## src/rtl/mm4_pkg.sv

```systemverilog
`default_nettype none
package mm4_pkg;

  localparam int DIM    = 4;
  localparam int WORD_W = 32;
  localparam int PROD_W = 2 * WORD_W;
  localparam int ACC_W  = PROD_W + 2;
  localparam int IDX_W  = $clog2(DIM);

  typedef logic [DIM-1:0][WORD_W-1:0] row_t;

  typedef struct packed {
    logic             valid;
    logic [IDX_W-1:0] row;
    logic [IDX_W-1:0] col;
    logic [ACC_W-1:0] acc;
  } tok_t;

  typedef struct packed {
    logic              a_we;
    logic              b_we;
    logic [IDX_W-1:0]  row;
    logic [WORD_W-1:0] a_data;
    row_t              b_data;
  } load_t;

  typedef struct packed {
    logic             row_done;
    logic [IDX_W-1:0] row;
  } fin_stat_t;

endpackage
`default_nettype wire

```

## src/rtl/mm4_cell.sv

```systemverilog
`default_nettype none
module mm4_cell (
  input  wire logic           clk,
  input  wire logic           rst_n,
  input  wire mm4_pkg::load_t ld,
  input  wire mm4_pkg::tok_t  tok_in,
  output mm4_pkg::tok_t       tok_out
);

  logic [mm4_pkg::DIM-1:0][mm4_pkg::WORD_W-1:0] a_col_r;
  mm4_pkg::row_t                                b_row_r;
  mm4_pkg::tok_t                                mid_r;
  mm4_pkg::tok_t                                out_r;
  logic signed [mm4_pkg::PROD_W-1:0]            prod_r;
  logic signed [mm4_pkg::WORD_W-1:0]            a_sel;
  logic signed [mm4_pkg::WORD_W-1:0]            b_sel;

  assign a_sel   = a_col_r[tok_in.row];
  assign b_sel   = b_row_r[tok_in.col];
  assign tok_out = out_r;

  always_ff @(posedge clk) begin
    if (ld.a_we) begin
      a_col_r[ld.row] <= ld.a_data;
    end
    if (ld.b_we) begin
      b_row_r <= ld.b_data;
    end
  end

  // multiply, then add onto the partial sum passed down the chain
  always_ff @(posedge clk) begin
    prod_r    <= a_sel * b_sel;
    mid_r.row <= tok_in.row;
    mid_r.col <= tok_in.col;
    mid_r.acc <= tok_in.acc;
    out_r.row <= mid_r.row;
    out_r.col <= mid_r.col;
    out_r.acc <= mid_r.acc +
                 {{(mm4_pkg::ACC_W-mm4_pkg::PROD_W){prod_r[mm4_pkg::PROD_W-1]}}, prod_r};
    if (!rst_n) begin
      mid_r.valid <= 1'b0;
      out_r.valid <= 1'b0;
    end else begin
      mid_r.valid <= tok_in.valid;
      out_r.valid <= mid_r.valid;
    end
  end

endmodule
`default_nettype wire

```

## config.mk

```make
export PLATFORM = sky130hd
export DESIGN_NAME = mm4_cell
export DESIGN_NICKNAME = d
export VERILOG_FILES = /design/src/rtl/mm4_pkg.sv /design/src/rtl/mm4_cell.sv
export SDC_FILE = /design/constraint.sdc
export NUM_CORES = 2
export LEC_CHECK = 0
export ABC_AREA = 1
export BUFFER_PORTS_ARGS = -buffer_cell sky130_fd_sc_hd__buf_2
export CORE_ASPECT_RATIO = 1.2
export CORE_MARGIN = 10
export CORE_UTILIZATION = 60
export DETAILED_ROUTE_END_ITERATION = 7
export GPL_TIMING_DRIVEN = 0
export PLACE_DENSITY = 0.87
export SLEW_MARGIN = 10
export SYNTH_ARGS = -nofsm -noshare
export SYNTH_HDL_FRONTEND = slang
export SYNTH_SLANG_ARGS = --single-unit
```

## constraint.sdc

```tcl
create_clock -name clk -period 21.1 [get_ports clk]
set_input_delay 1.055 -clock clk [delete_from_list [all_inputs] [get_ports clk]]
set_output_delay 1.055 -clock clk [all_outputs]
set_load 0.01 [all_outputs]
```

==> flow_summary.toml <==
[run]
drv_cap = 0

[critical_path]
worstRegToRegCells = 29
cp.required_ps = 21620
crit_fanout = 10
crit_path_end_kind = "flip-flop"
path_common_cell = "fa_1"
critPathKind = "input port to flip-flop"
arrival_ps = 11150
cpPeakStageDelay_ps = 1060
worst_path_max_delay_cell = "a32oi_1"
start_kind = "input port"

[min_path]
hold_class = "flip-flop to flip-flop"
worstHoldPathCells = 0

[timing]
finalCritPeriodShare_pct = 50.4
max_freq_mhz = 94.1
fin_crit_ps = 10630
fin_skew_ps = 44.2
final_hold_viol_count = 0
finalSetupViolations = 0
relSlewSlack_pct = 5.75
rsz0062_at_grt = "no"
tightest_slew_ps = 1410
tns_ps = 0
drv_slew = 0

[yosys]
yosys.area.top_type_share_pct = 38.5
avgSynthCellArea_sq_um = 8.74
async_flop_share_pct = 0
yosysSeqAreaShare_pct = 21.0
synth-seq-cells = 462
yosysUniqueCellTypes = 34
synth_ff_type = "edfxtp_1"
synth_common_cells = "1563 x nand2_1, 1401 x inv_1, 1083 x fa_1"
synth-edff-count = 256
netlist_top_cells_area = "fa_1 38%, edfxtp_1 14%, nand2_1 10%, inv_1 9.3%, dfxtp_1 7.3%"
yosys_warnings = 0
syn-cell-area_sq_mm = 0.0563
syn_inst = 6444
yosysMostFrequentCell = "nand2_1"
yosysTopAreaCell = "fa_1"
syn_nets = 8013

[grt]
grtUsageTotal_pct = 41.7
grt_pass1_vias = 50800
overflow = 0
grt_pass1_wl_microns = 321000
grt_max_degree = 102
antenna_found_initial = 7

[drt]
ant_nets = 0
dr.pass1.iters = 6
drt_iter0_markers = 4406
drt_wl_total_microns = 219000
vias = 47000
wire_per_inst_microns = 27.0
via_per_inst = 5.80
post-route-drc-count = 0

[clock_tree]
cts.sinks = 462
hold_buffers = 0
clkLatencyLatePin_ps = 670
cts_buffers = 46
clk_pin_slew_ps = 60
clock_path_buffers = 3
ctsHtreeMaxLevel = 2
ctsResizeCount = 0
cts_tree = "done"
cts_root_buf = "clkbuf_16"
cts_setup_buffers = 0

[status]
status = "completed"

[place]
io_buffers = 307
gp_congestion = 1.06
hpwl_microns = 185000

[floorplanning]
die_x_microns = 300
rows = 123
dieHeight_microns = 356
die-area_sq_mm = 0.107
initial_core_util_pct = 60.3
io_pins = 308
core-area_sq_mm = 0.0934

[finish]
syn_to_final_growth_pct = 8.61
nets = 8382
fill_cells = 7830
drive_above_1_share_pct = 9.93
## registers in the layout (all words and copies together) (netlist names)
name	count
prod_r	64
a_col_r	128
b_row_r	128
mid_r	71
tok_out	71
## stage by stage
stage	instance area (sq um)	util, %	hold slack [ps]	setup slack (ps)	cells
3_5_place_dp	59600	63.8	318	10120	8015
6_report	61200	65.5	330	10470	8108
5_1_grt	61200	65.5	345	10240	8103
3_3_place_gp	59400	63.6	311	10180	8001
2_1_floorplan	56300	-	310	12660	6444
4_1_cts	61200	65.5	332	10750	8101
## cell usage in the layout (no fill, tap or decap), types with 3 or more instances in the layout
cell        Yosys  final
a32oi_1        15     15
nand4_1        39     39
fa_1         1083   1082
clkinv_2        0      8
inv_1        1401   1401
buf_6          14     17
clkinvlp_4      0      6
a32oi_2        45     45
o21bai_1       35     35
diode_2         0      7
dfxtp_1       206    206
clkbuf_16       0     46
nor4_1          6      6
a32oi_4         3      3
edfxtp_1      256    256
nor3_2          0      4
o21ai_0        73     73
nor3_1         25     21
a21o_1          8      8
xor2_1         62     62
clkbuf_1       12     16
buf_2         139    445
inv_2          52     52
nor2_1        770    770
nand3_1       127    127
nand2_1      1563   1563
a21oi_1       223    223
o21a_1          3      3
buf_4          18     29
ha_1          249    249
xnor2_1         7      7
clkbuf_8        0      9
## cell families (layout without fill, tap and decap cells)
family,after synthesis,after routing,synth area share [%]
and+or+nand+nor,2533,2533,17.4
AOI/OAI and AO/OA,411,411,5.00
other,0,7,0
DFF,462,462,21.0
adders and majority gates,1332,1332,44.0
xor gates and xnor gates,69,69,1.07
buffers and inverters,1637,2044,11.5
## area by class of cell
class | instances | area (sq um) | area share, %
multi-input cells | 4345 | 38100 | 62.2
clock inverters | 26 | 277 | 0.452
clock buffers | 60 | 1290 | 2.12
diodes | 7 | 17.5 | 0.0286
plain buffers | 184 | 1040 | 1.70
well taps | 1250 | 1560 | 2.56
inverters | 1453 | 5450 | 8.91
repair buffers | 321 | 1680 | 2.74
flip-flops and latches | 462 | 11800 | 19.3
## critical path, delay by kind of cell
kind | cells | cell delay (ps)
fa+ha+maj | 9 | 4970
buf+inv | 11 | 2600
compound gates | 2 | 1200
simple gates | 8 | 1280
## per-layer routing
| layer | global-route usage, % | vias to the layer above | wire length [microns] |
|---|---|---|---|
| met1 | 44.3 | 23100 | 69900 |
| met2 | 68.6 | 3000 | 102000 |
| met4 | 36.1 | 6 | 24000 |
| li1 | - | 19900 | - |
| met3 | 10.9 | 1017 | 22800 |
| met5 | 0 | - | 41 |
## worst paths after layout
| kind | startpoint | to | slack [ps] |
|---|---|---|---|
| setup / recovery | tok_in[67] | prod_r[52] | 10470 |
| setup reg to reg | a_col_r[63] | prod_r[52] | 11080 |
| hold / removal | mid_r[66] | tok_out[66] | 330 |
| hold reg to reg | mid_r[66] | tok_out[66] | 330 |
Power is left out: the tool's default activity adds up to more than one toggle a clock period on the data nets, which glitch-free logic cannot reach.
