**src/rtl/mm4_pkg.sv**
```systemverilog
`default_nettype none
package mm4_pkg;

  localparam int DIM    = 4;
  localparam int WORD_W = 32;
  localparam int PROD_W = 2 * WORD_W;
  localparam int ACC_W  = PROD_W + 2;
  localparam int IDX_W  = $clog2(DIM);

  typedef logic [DIM-1:0][WORD_W-1:0] row_t;

  typedef struct packed {
    logic             valid;
    logic [IDX_W-1:0] row;
    logic [IDX_W-1:0] col;
    logic [ACC_W-1:0] acc;
  } tok_t;

  typedef struct packed {
    logic              a_we;
    logic              b_we;
    logic [IDX_W-1:0]  row;
    logic [WORD_W-1:0] a_data;
    row_t              b_data;
  } load_t;

  typedef struct packed {
    logic             row_done;
    logic [IDX_W-1:0] row;
  } fin_stat_t;

endpackage
`default_nettype wire

```
**src/rtl/mm4_if.sv**
```systemverilog
`default_nettype none


interface mm4_out_if;
  logic                                valid;
  logic                                ready;
  logic signed [mm4_pkg::WORD_W-1:0]   prod_e0;
  logic signed [mm4_pkg::WORD_W-1:0]   prod_e1;
  logic signed [mm4_pkg::WORD_W-1:0]   prod_e2;
  logic signed [mm4_pkg::WORD_W-1:0]   prod_e3;
  logic        [mm4_pkg::IDX_W-1:0]    prod_row;
  logic                                row_overflow;
  logic                                final_row;

  modport source (output valid, prod_e0, prod_e1, prod_e2, prod_e3, prod_row,
                  row_overflow, final_row, input ready);
  modport sink   (input valid, prod_e0, prod_e1, prod_e2, prod_e3, prod_row,
                  row_overflow, final_row, output ready);
endinterface
`default_nettype wire

```
**src/rtl/mm4_finish.sv**
```systemverilog
`default_nettype none
module mm4_finish #(
  parameter int FRAC_BITS = 16
) (
  input  wire logic           clk,
  input  wire logic           rst_n,
  input  wire mm4_pkg::tok_t  tok,
  output mm4_pkg::fin_stat_t  stat,
  mm4_out_if.source           out_ch
);

  localparam int ACC_W  = mm4_pkg::ACC_W;
  localparam int WORD_W = mm4_pkg::WORD_W;
  localparam int IDX_W  = mm4_pkg::IDX_W;
  localparam logic [IDX_W-1:0] LAST = IDX_W'(mm4_pkg::DIM - 1);
  localparam logic signed [ACC_W-1:0] SAT_MAX =
    {{(ACC_W-WORD_W+1){1'b0}}, {(WORD_W-1){1'b1}}};
  localparam logic signed [ACC_W-1:0] SAT_MIN =
    {{(ACC_W-WORD_W+1){1'b1}}, {(WORD_W-1){1'b0}}};

  logic signed [ACC_W-1:0]  acc_s;
  logic signed [ACC_W-1:0]  shr;
  logic [WORD_W-1:0]        sat_val;
  logic                     sat;
  logic                     xfer;

  mm4_pkg::row_t            elem_r;
  logic                     ovf_r;
  logic [IDX_W-1:0]         asm_row_r;
  logic                     asm_full_r;
  mm4_pkg::row_t            out_elem_r;
  logic [IDX_W-1:0]         out_row_r;
  logic                     out_ovf_r;
  logic                     out_final_r;
  logic                     out_vld_r;

  always_comb begin
    acc_s = tok.acc;
    shr   = acc_s >>> FRAC_BITS;
    if (shr > SAT_MAX) begin
      sat     = 1'b1;
      sat_val = SAT_MAX[WORD_W-1:0];
    end else if (shr < SAT_MIN) begin
      sat     = 1'b1;
      sat_val = SAT_MIN[WORD_W-1:0];
    end else begin
      sat     = 1'b0;
      sat_val = shr[WORD_W-1:0];
    end
  end

  assign xfer          = asm_full_r && (!out_vld_r || out_ch.ready);
  assign stat.row_done = xfer;
  assign stat.row      = asm_row_r;

  always_ff @(posedge clk) begin
    if (tok.valid) begin
      elem_r[tok.col] <= sat_val;
      ovf_r           <= (tok.col == '0) ? sat : (ovf_r | sat);
      asm_row_r       <= tok.row;
    end
    if (xfer) begin
      out_elem_r  <= elem_r;
      out_row_r   <= asm_row_r;
      out_ovf_r   <= ovf_r;
      out_final_r <= (asm_row_r == LAST);
    end
  end

  always_ff @(posedge clk) begin
    if (!rst_n) begin
      asm_full_r <= 1'b0;
      out_vld_r  <= 1'b0;
    end else begin
      if (tok.valid && tok.col == LAST) begin
        asm_full_r <= 1'b1;
      end else if (xfer) begin
        asm_full_r <= 1'b0;
      end
      if (xfer) begin
        out_vld_r <= 1'b1;
      end else if (out_ch.ready) begin
        out_vld_r <= 1'b0;
      end
    end
  end

  assign out_ch.valid        = out_vld_r;
  assign out_ch.prod_e0      = out_elem_r[0];
  assign out_ch.prod_e1      = out_elem_r[1];
  assign out_ch.prod_e2      = out_elem_r[2];
  assign out_ch.prod_e3      = out_elem_r[3];
  assign out_ch.prod_row     = out_row_r;
  assign out_ch.row_overflow = out_ovf_r;
  assign out_ch.final_row    = out_final_r;

endmodule
`default_nettype wire

```
**src/flat_wrapper.sv**
```systemverilog
// flat-port wrapper written by rule: the top's interface ports become plain ports
module mm4_finish_flat 
#(
  parameter int FRAC_BITS = 16
)
  (clk, rst_n, tok, stat, out_ch_valid, out_ch_prod_e0, out_ch_prod_e1, out_ch_prod_e2, out_ch_prod_e3, out_ch_prod_row, out_ch_row_overflow, out_ch_final_row, out_ch_ready);
  mm4_out_if out_ch_i ();
  input  wire logic clk;
  input  wire logic rst_n;
  input  wire mm4_pkg::tok_t tok;
  output mm4_pkg::fin_stat_t stat;
  output wire logic [$bits(out_ch_i.valid)-1:0] out_ch_valid;
  output wire logic [$bits(out_ch_i.prod_e0)-1:0] out_ch_prod_e0;
  output wire logic [$bits(out_ch_i.prod_e1)-1:0] out_ch_prod_e1;
  output wire logic [$bits(out_ch_i.prod_e2)-1:0] out_ch_prod_e2;
  output wire logic [$bits(out_ch_i.prod_e3)-1:0] out_ch_prod_e3;
  output wire logic [$bits(out_ch_i.prod_row)-1:0] out_ch_prod_row;
  output wire logic [$bits(out_ch_i.row_overflow)-1:0] out_ch_row_overflow;
  output wire logic [$bits(out_ch_i.final_row)-1:0] out_ch_final_row;
  input wire logic [$bits(out_ch_i.ready)-1:0] out_ch_ready;
  assign out_ch_valid = out_ch_i.valid;
  assign out_ch_prod_e0 = out_ch_i.prod_e0;
  assign out_ch_prod_e1 = out_ch_i.prod_e1;
  assign out_ch_prod_e2 = out_ch_i.prod_e2;
  assign out_ch_prod_e3 = out_ch_i.prod_e3;
  assign out_ch_prod_row = out_ch_i.prod_row;
  assign out_ch_row_overflow = out_ch_i.row_overflow;
  assign out_ch_final_row = out_ch_i.final_row;
  assign out_ch_i.ready = out_ch_ready;
  mm4_finish #(.FRAC_BITS(FRAC_BITS)) u_core (.clk(clk), .rst_n(rst_n), .tok(tok), .stat(stat), .out_ch(out_ch_i));
endmodule
```
**config.mk**
```make
export PLATFORM = sky130hd
export DESIGN_NAME = mm4_finish_flat
export DESIGN_NICKNAME = d
export VERILOG_FILES = /design/src/rtl/mm4_pkg.sv /design/src/rtl/mm4_if.sv /design/src/rtl/mm4_finish.sv /design/src/flat_wrapper.sv
export SDC_FILE = /design/constraint.sdc
export NUM_CORES = 1
export LEC_CHECK = 0
export BUFFER_PORTS_ARGS = -buffer_cell sky130_fd_sc_hd__buf_2
export CAP_MARGIN = 20
export CORE_ASPECT_RATIO = 2
export CORE_MARGIN = 3
export CORE_UTILIZATION = 47
export CTS_CLUSTER_DIAMETER = 40
export DETAILED_ROUTE_END_ITERATION = 8
export GPL_TIMING_DRIVEN = 0
export PLACE_DENSITY = 0.74
export SLEW_MARGIN = 20
export SYNTH_ARGS = -nofsm -noshare
export SYNTH_HDL_FRONTEND = slang
export SYNTH_SLANG_ARGS = --single-unit
```
**constraint.sdc**
```tcl
create_clock -name clk -period 6.95 [get_ports clk]
set_clock_uncertainty 0.15 [all_clocks]
set_input_delay 0.3475 -clock clk [delete_from_list [all_inputs] [get_ports clk]]
set_output_delay 0.3475 -clock clk [all_outputs]
set_load 0.005 [all_outputs]
```
==> metrics.txt, run 1 <==
status=finished, final reports clean; H-tree depth=1; Routed WL=16.4 mm; Worst-Margin Slew=~750 ps; GRT Total Usage=0.167; drt drc=0; arrival time worst endpoint=1910 ps; RSZ-0062 raised after global routing=no; number of antenna violations at the first check in global routing=0; vias in the first global route=around 4300; Clock Latency Late Sink=roughly 500 ps; Num CTS Buffers=22; top post-synthesis cells by count=edfxtp_1, a21o_1, clkbuf_1, nand4_1, nor4_1; Clock Tree Root=clkbuf_16; Nets=about 640; io pins=210; MaxCap Viol Count=0; sequential share of the synthesized area=0.944; Post-synth EDFFs=263; # setup viols final=0; gr ovfl total=0; RePlAce Congestion=0.769; Die Area=19600 sq um; most common cell in the netlist=edfxtp_1; ys async rst share=0; Core Area=17400 sq um; via count=3945; sum of negative setup slack=0 ps; Period minus WS final=2410 ps; Syn Inst Count=between 300 and 400; initial core utilization=0.482; Final Hold Violating Endpoints=0; # diodes=0; P_sw=between 0.5 and 0.6 mW; Max Clock Freq=0.416 GHz; Clock power frac=0.390; Synth Warn #=0; Critical Path End Type=primary output; Pwr per Cell Area=299 nW/um^2; DP HPWL=11.5 mm; Post-Syn Area per Cell=25.4 sq um; First-pass DRT Iterations=4; pre-CTS WS=4680 ps; Post-Synthesis Cell Area=roughly 8400 sq um; synth top area cells=edfxtp_1, a21o_1, dfxtp_1, buf_6, nand4_1; Worst-path clk slew=70 ps; Post-CTS Setup Repair Bufs=0; Worst Slack Setup Final=about 4500 ps; min-delay worst type=input port to flip-flop; logic gate share of total power=0.032; Clock Path Buffers=3; initial DRC count=172; Synth Register Bits=265; Critical Path Start Type=flip-flop; row cnt=just under 70; pin count of the biggest net entering global routing=34; Chip Height=approximately 200 um; routed wire length per instance=between 20 and 25 um; Reg power frac=0.578; Final Max Slew Viols=0; VDD IR-drop max=0.206 mV; Sw Share=0.187; CTS tree=yes; P_leak=3.99 nW; post-CTS sizing=0; die width=101 um; fin crit share=0.346; Distinct cells, synth=23; Main synth FF type=edfxtp_1; Via density=5.00; Routed Antenna Nets=0; clock sink count=265; relative slew slack=0.499; Required @ worst endpoint=6450 ps; global-route wire length before repair=24.6 mm; WS Path Type=flip-flop to primary output; share of cells above drive strength 1=0.434; cell internal pwr=2.58 mW; Synth top area share=0.939; Net Count, Synth=405; area grow syn2layout=26.3%; Synth area leader=edfxtp_1; critical path peak fanout=25; port bufs=around 190
-- state kept, by name, summed over array words and instances, names as in the netlist --
signal	flops
u_core.asm_row_r	2
u_core.out_ch.row_overflow	1
u_core.out_ch.prod_row	2
u_core.elem_r	128
u_core.out_ch.prod_e3	32
u_core.asm_full_r	1
u_core.out_ch.prod_e2	32
u_core.out_ch.prod_e0	32
u_core.out_ch.prod_e1	32
u_core.out_ch.final_row	1
u_core.ovf_r	1
u_core.out_ch.valid	1
-- path summary, 6_finish.rpt --
kind | from | endpoint | slack [ps] | depth (start not counted)
min | tok[17] | u_core.elem_r[65] | 30 | 2
min reg2reg | u_core.elem_r[29] | u_core.out_ch.prod_e0[29] | 270 | 0
max reg2reg | u_core.out_ch.valid | u_core.out_ch.prod_e3[10] | 4880 | 4
max | u_core.out_ch.valid | stat[2] | 4540 | 4
-- power groups by stage --
stage	sequential [mW]	combinational [mW]	clock, mW
floorplan	1.87	0.0374	0
global placement	1.87	0.0887	0
detailed placement	1.87	0.102	0
CTS	1.83	0.104	1.27
global route	1.84	0.112	1.33
finish	1.83	0.102	1.24
-- worst max-delay path: stages, from the launching register on --
cell and delay [ps]:
dfxtp_1 300, nor2b_1 170, nor2b_4 610, buf_4 220
buf_2 110
-- cells by family (layout without fill, tap and decap cells) --
| family | after synthesis | count (layout) | synth area share |
|---|---|---|---|
| simple gates | 22 | 22 | 0.0164 |
| compound gates | 36 | 36 | 0.0333 |
| buf+inv | 8 | 256 | 0.00669 |
| flops | 265 | 265 | 0.944 |
-- routing by layer --
layer	track usage	vias up	wire length [um]
met5	0	-	0
met4	0.0665	0	522
met3	0.0300	32	887
met2	0.316	143	9360
met1	0.177	1970	5600
li1	-	1800	-
-- metrics by stage --
stage | total power [mW] | utilization | cells | instance area (sq um) | hold WS [ps]
floorplan | 1.90 | - | 331 | 8410 | 250
global placement | 1.96 | 0.553 | 734 | 9640 | 252
detailed placement | 1.97 | 0.564 | 745 | 9840 | 255
CTS | 3.21 | 0.609 | 789 | 10600 | 13.4
global route | 3.28 | 0.609 | 789 | 10600 | 27.2
finish | 3.17 | 0.609 | 789 | 10600 | 28.5
-- final cells by class --
class                   instances  area [sq um]
flip-flops and latches        265          7940
fillers                      1219          6820
repair buffers                208          1180
clock buffers                  25           583
multi-input cells              58           440
well taps                     210           263
clock inverters                15           159
plain buffers                   8          56.3
-- repair_timing --
item                                   in CTS  in global routing
setup endpoints to repair                   0                  0
endpoints found under the hold margin       7                  0
hold buffers                                4                  0
-- placed cells by master (no fill, tap or decap), drive strengths merged, types with 2 or more instances in the layout --
master | Yosys | routed
nor4 | 4 | 4
edfxtp | 263 | 263
nor2b | 3 | 3
buf | 4 | 208
dfxtp | 2 | 2
nor2 | 2 | 2
clkinv | 0 | 10
bufinv | 0 | 3
nand4 | 4 | 4
a21o | 31 | 31
clkbuf | 4 | 29
dlygate4sd3 | 0 | 4
nand2 | 2 | 2
and3 | 2 | 2
No activity file was read; power rests on OpenSTA's default activity.
==> run 2: changes to the inputs <==
==> constraint.sdc (replaced) <==
create_clock -name clk -period 1.9 [get_ports clk]
set_clock_uncertainty 0.15 [all_clocks]
set_input_delay 0.095 -clock clk [delete_from_list [all_inputs] [get_ports clk]]
set_output_delay 0.095 -clock clk [all_outputs]
set_load 0.005 [all_outputs]
==> run 2 against run 1 <==
Effect of this change: hold slack improved by 100 ps; non-clock buffer count grew 40; sequential power rose to 3.7 times the previous value; core utilization rose by 3.1 points; count of clock-buffer cells in the layout rose by 2; via count increased by 4.9%; first-iteration DRC count shrank 13%; critical path depth up 1; critical endpoint unchanged.
==> metrics.txt, run 2 (synthesis results as in run 1) <==
min-delay worst type=input port to flip-flop; CP bufs+invs=3 (+1); drt drc=0 (unchanged); Max Clock Freq=0.562 GHz; fin crit share=0.936; Clock Tree Root=clkbuf_16; row cnt=68 (unchanged); min-delay src=tok[64]; Core Area=17400 sq um (unchanged); share of cells above drive strength 1=0.419 (-0.0142); vias in the first global route=4456 (+2.6%); Worst-path clk slew=70 ps (about the same); setup slack, reg-to-reg=150 ps (-4730 ps); Chip Height=195 um (unchanged); Pwr per Cell Area=1060 nW/um^2 (+260%); Critical path origin=u_core.out_ch.valid; CTS tree=yes; Clock Latency Late Sink=500 ps (about the same); port bufs=193 (unchanged); status=finished, final reports clean; arrival time worst endpoint=1530 ps (-380 ps); Critical-path top delay cell=dfxtp_2; Multi-input gate area=463 sq um (+5.1%); First-pass DRT Iterations=5 (+1); Num CTS Buffers=22 (unchanged); cell internal pwr=9.64 mW (+270%); Final Hold Violating Endpoints=0 (unchanged); area grow syn2layout=32.6%; RePlAce Congestion=0.750 (-2.4%); # fillers=1139 (-6.6%); relative slew slack=0.535 (+0.0366); worst r2r src=u_core.out_ch.valid; Reg-to-Reg End=u_core.out_ch.prod_e1[12]; Critical Path End Type=primary output; WS Path Type=flip-flop to primary output; Required @ worst endpoint=1650 ps (-4800 ps); P_leak=4.21 nW (+5.7%); Routed Antenna Nets=0 (unchanged); Biggest register=u_core.elem_r; H-tree depth=1 (unchanged); placed insts=744 (-0.13%); Clock power frac=0.396 (+0.006); P_sw=2.21 mW (+270%); VDD IR-drop max=0.676 mV (+230%); Routed WL=16.9 mm (+3.5%); most common cell after layout, fill and taps aside=edfxtp_1; critical path peak fanout=16 (-36%); Overall Power=11.9 mW (+270%); crit path cell chain=nor2b_4 > nor2b_4 > buf_12 > buf_6 > buf_2; FF/Latch Area=7940 sq um (about the same); die width=101 um (unchanged); R2R depth=5 (+1); Worst-Margin Slew=694 ps (-56.4 ps); via count=4137 (+4.9%); # setup viols final=0 (unchanged); highest-count cells in the layout ignoring fill and taps=edfxtp_1, buf_2, dlygate4sd3_1; Hold EP=u_core.ovf_r; Nets=678 (+6.4%); Reg power frac=0.566 (-0.012); MaxCap Viol Count=0 (unchanged); slowest stage delay, CP=340 ps (-270 ps); Non-Filler Instances=831 (+5.3%); largest delay contributor family on the critical path=buffers and inverters; gr ovfl total=0 (unchanged); GRT Total Usage=0.172 (+0.00528); pin count of the biggest net entering global routing=32 (-5.9%); Final Max Slew Viols=0 (unchanged); RSZ-0062 raised after global routing=no; logic gate share of total power=0.039 (+0.007); Clock Path Buffers=3 (unchanged); Sw Share=0.187 (-0.000810); initial core utilization=0.482 (unchanged); DP HPWL=10.9 mm (-5.9%); Die Area=19600 sq um (unchanged); Critical Path Start Type=flip-flop; initial DRC count=150 (-13%); number of antenna violations at the first check in global routing=1 (+1); io pins=210 (unchanged); Largest register FFs=128 (unchanged); clock sink count=265 (unchanged); Period minus WS final=between 1500 and 2000 ps; global-route wire length before repair=25.4 mm (+3.2%); Hold Path Stages=5 (+3); Via density=4.98 (-0.43%); routed wire length per instance=20.4 um (-1.8%); cell seen most often among critical-path stages=nor2b_4
[run 2: worst max-delay path by stage]
stage                                    endpoint  slack (ps)  depth (start not counted)
after floorplan           u_core.out_ch.final_row       -1070                          2
after global placement                    stat[2]       -1660                          4
after detailed placement                  stat[2]        -220                          6
after CTS                                 stat[2]           3                          5
after global routing            u_core.elem_r[70]          40                          5
final                                     stat[2]         120                          5
[run 2: layer usage]
| metal | vias up | GRT usage | share of wire |
|---|---|---|---|
| met4 | 0 | 0.0595 | 0.024 |
| met1 | 2051 | 0.191 | 0.35 |
| met5 | - | 0 | 0 |
| met2 | 164 | 0.322 | 0.57 |
| met3 | 29 | 0.0325 | 0.057 |
| li1 | 1893 | - | - |
[run 2: worst reg2reg max path, stage by stage (launching register included)]
cell	delay [ps]
dfxtp_2	330
nor2b_4	150
nor2b_4	180
buf_6	220
buf_12	220
buf_16	210
[run 2: per-stage QoR]
stage	hold WS [ps]	utilization	instance area, sq um	setup TNS, ps	worst slack (ps)
finish	130	0.640	11200	0	121
global route	148	0.640	11200	0	41.1
CTS	114	0.637	11100	0	2.77
detailed placement	124	0.568	9900	-18850	-220
global placement	123	0.554	9670	-282590	-1660
floorplan	43.9	-	8440	-142820	-1070
[run 2: power groups by stage]
stage	combinational [mW]	clock, mW	sequential [mW]
after detailed placement	0.383	0	6.83
after global placement	0.324	0	6.83
after floorplan	0.140	0	6.82
final	0.457	4.69	6.71
after CTS	0.456	4.78	6.71
after global routing	0.499	5.02	6.72
[run 2: layout make-up]
cell class,instances,area share
well taps,210,0.0235
clock inverters,13,0.0158
multi-input cells,59,0.0415
plain buffers,8,0.00561
repair buffers,248,0.149
clock buffers,27,0.0529
flip-flops and latches,265,0.711
diodes,1,0.000224
[run 2: what timing repair did]
action	CTS	global route
hold endpoints to repair	152	0
cloned	2	1
hold buffers	41	0
buffers inserted	1	2
endpoints found under the setup margin	94	85
resized for setup	1	5
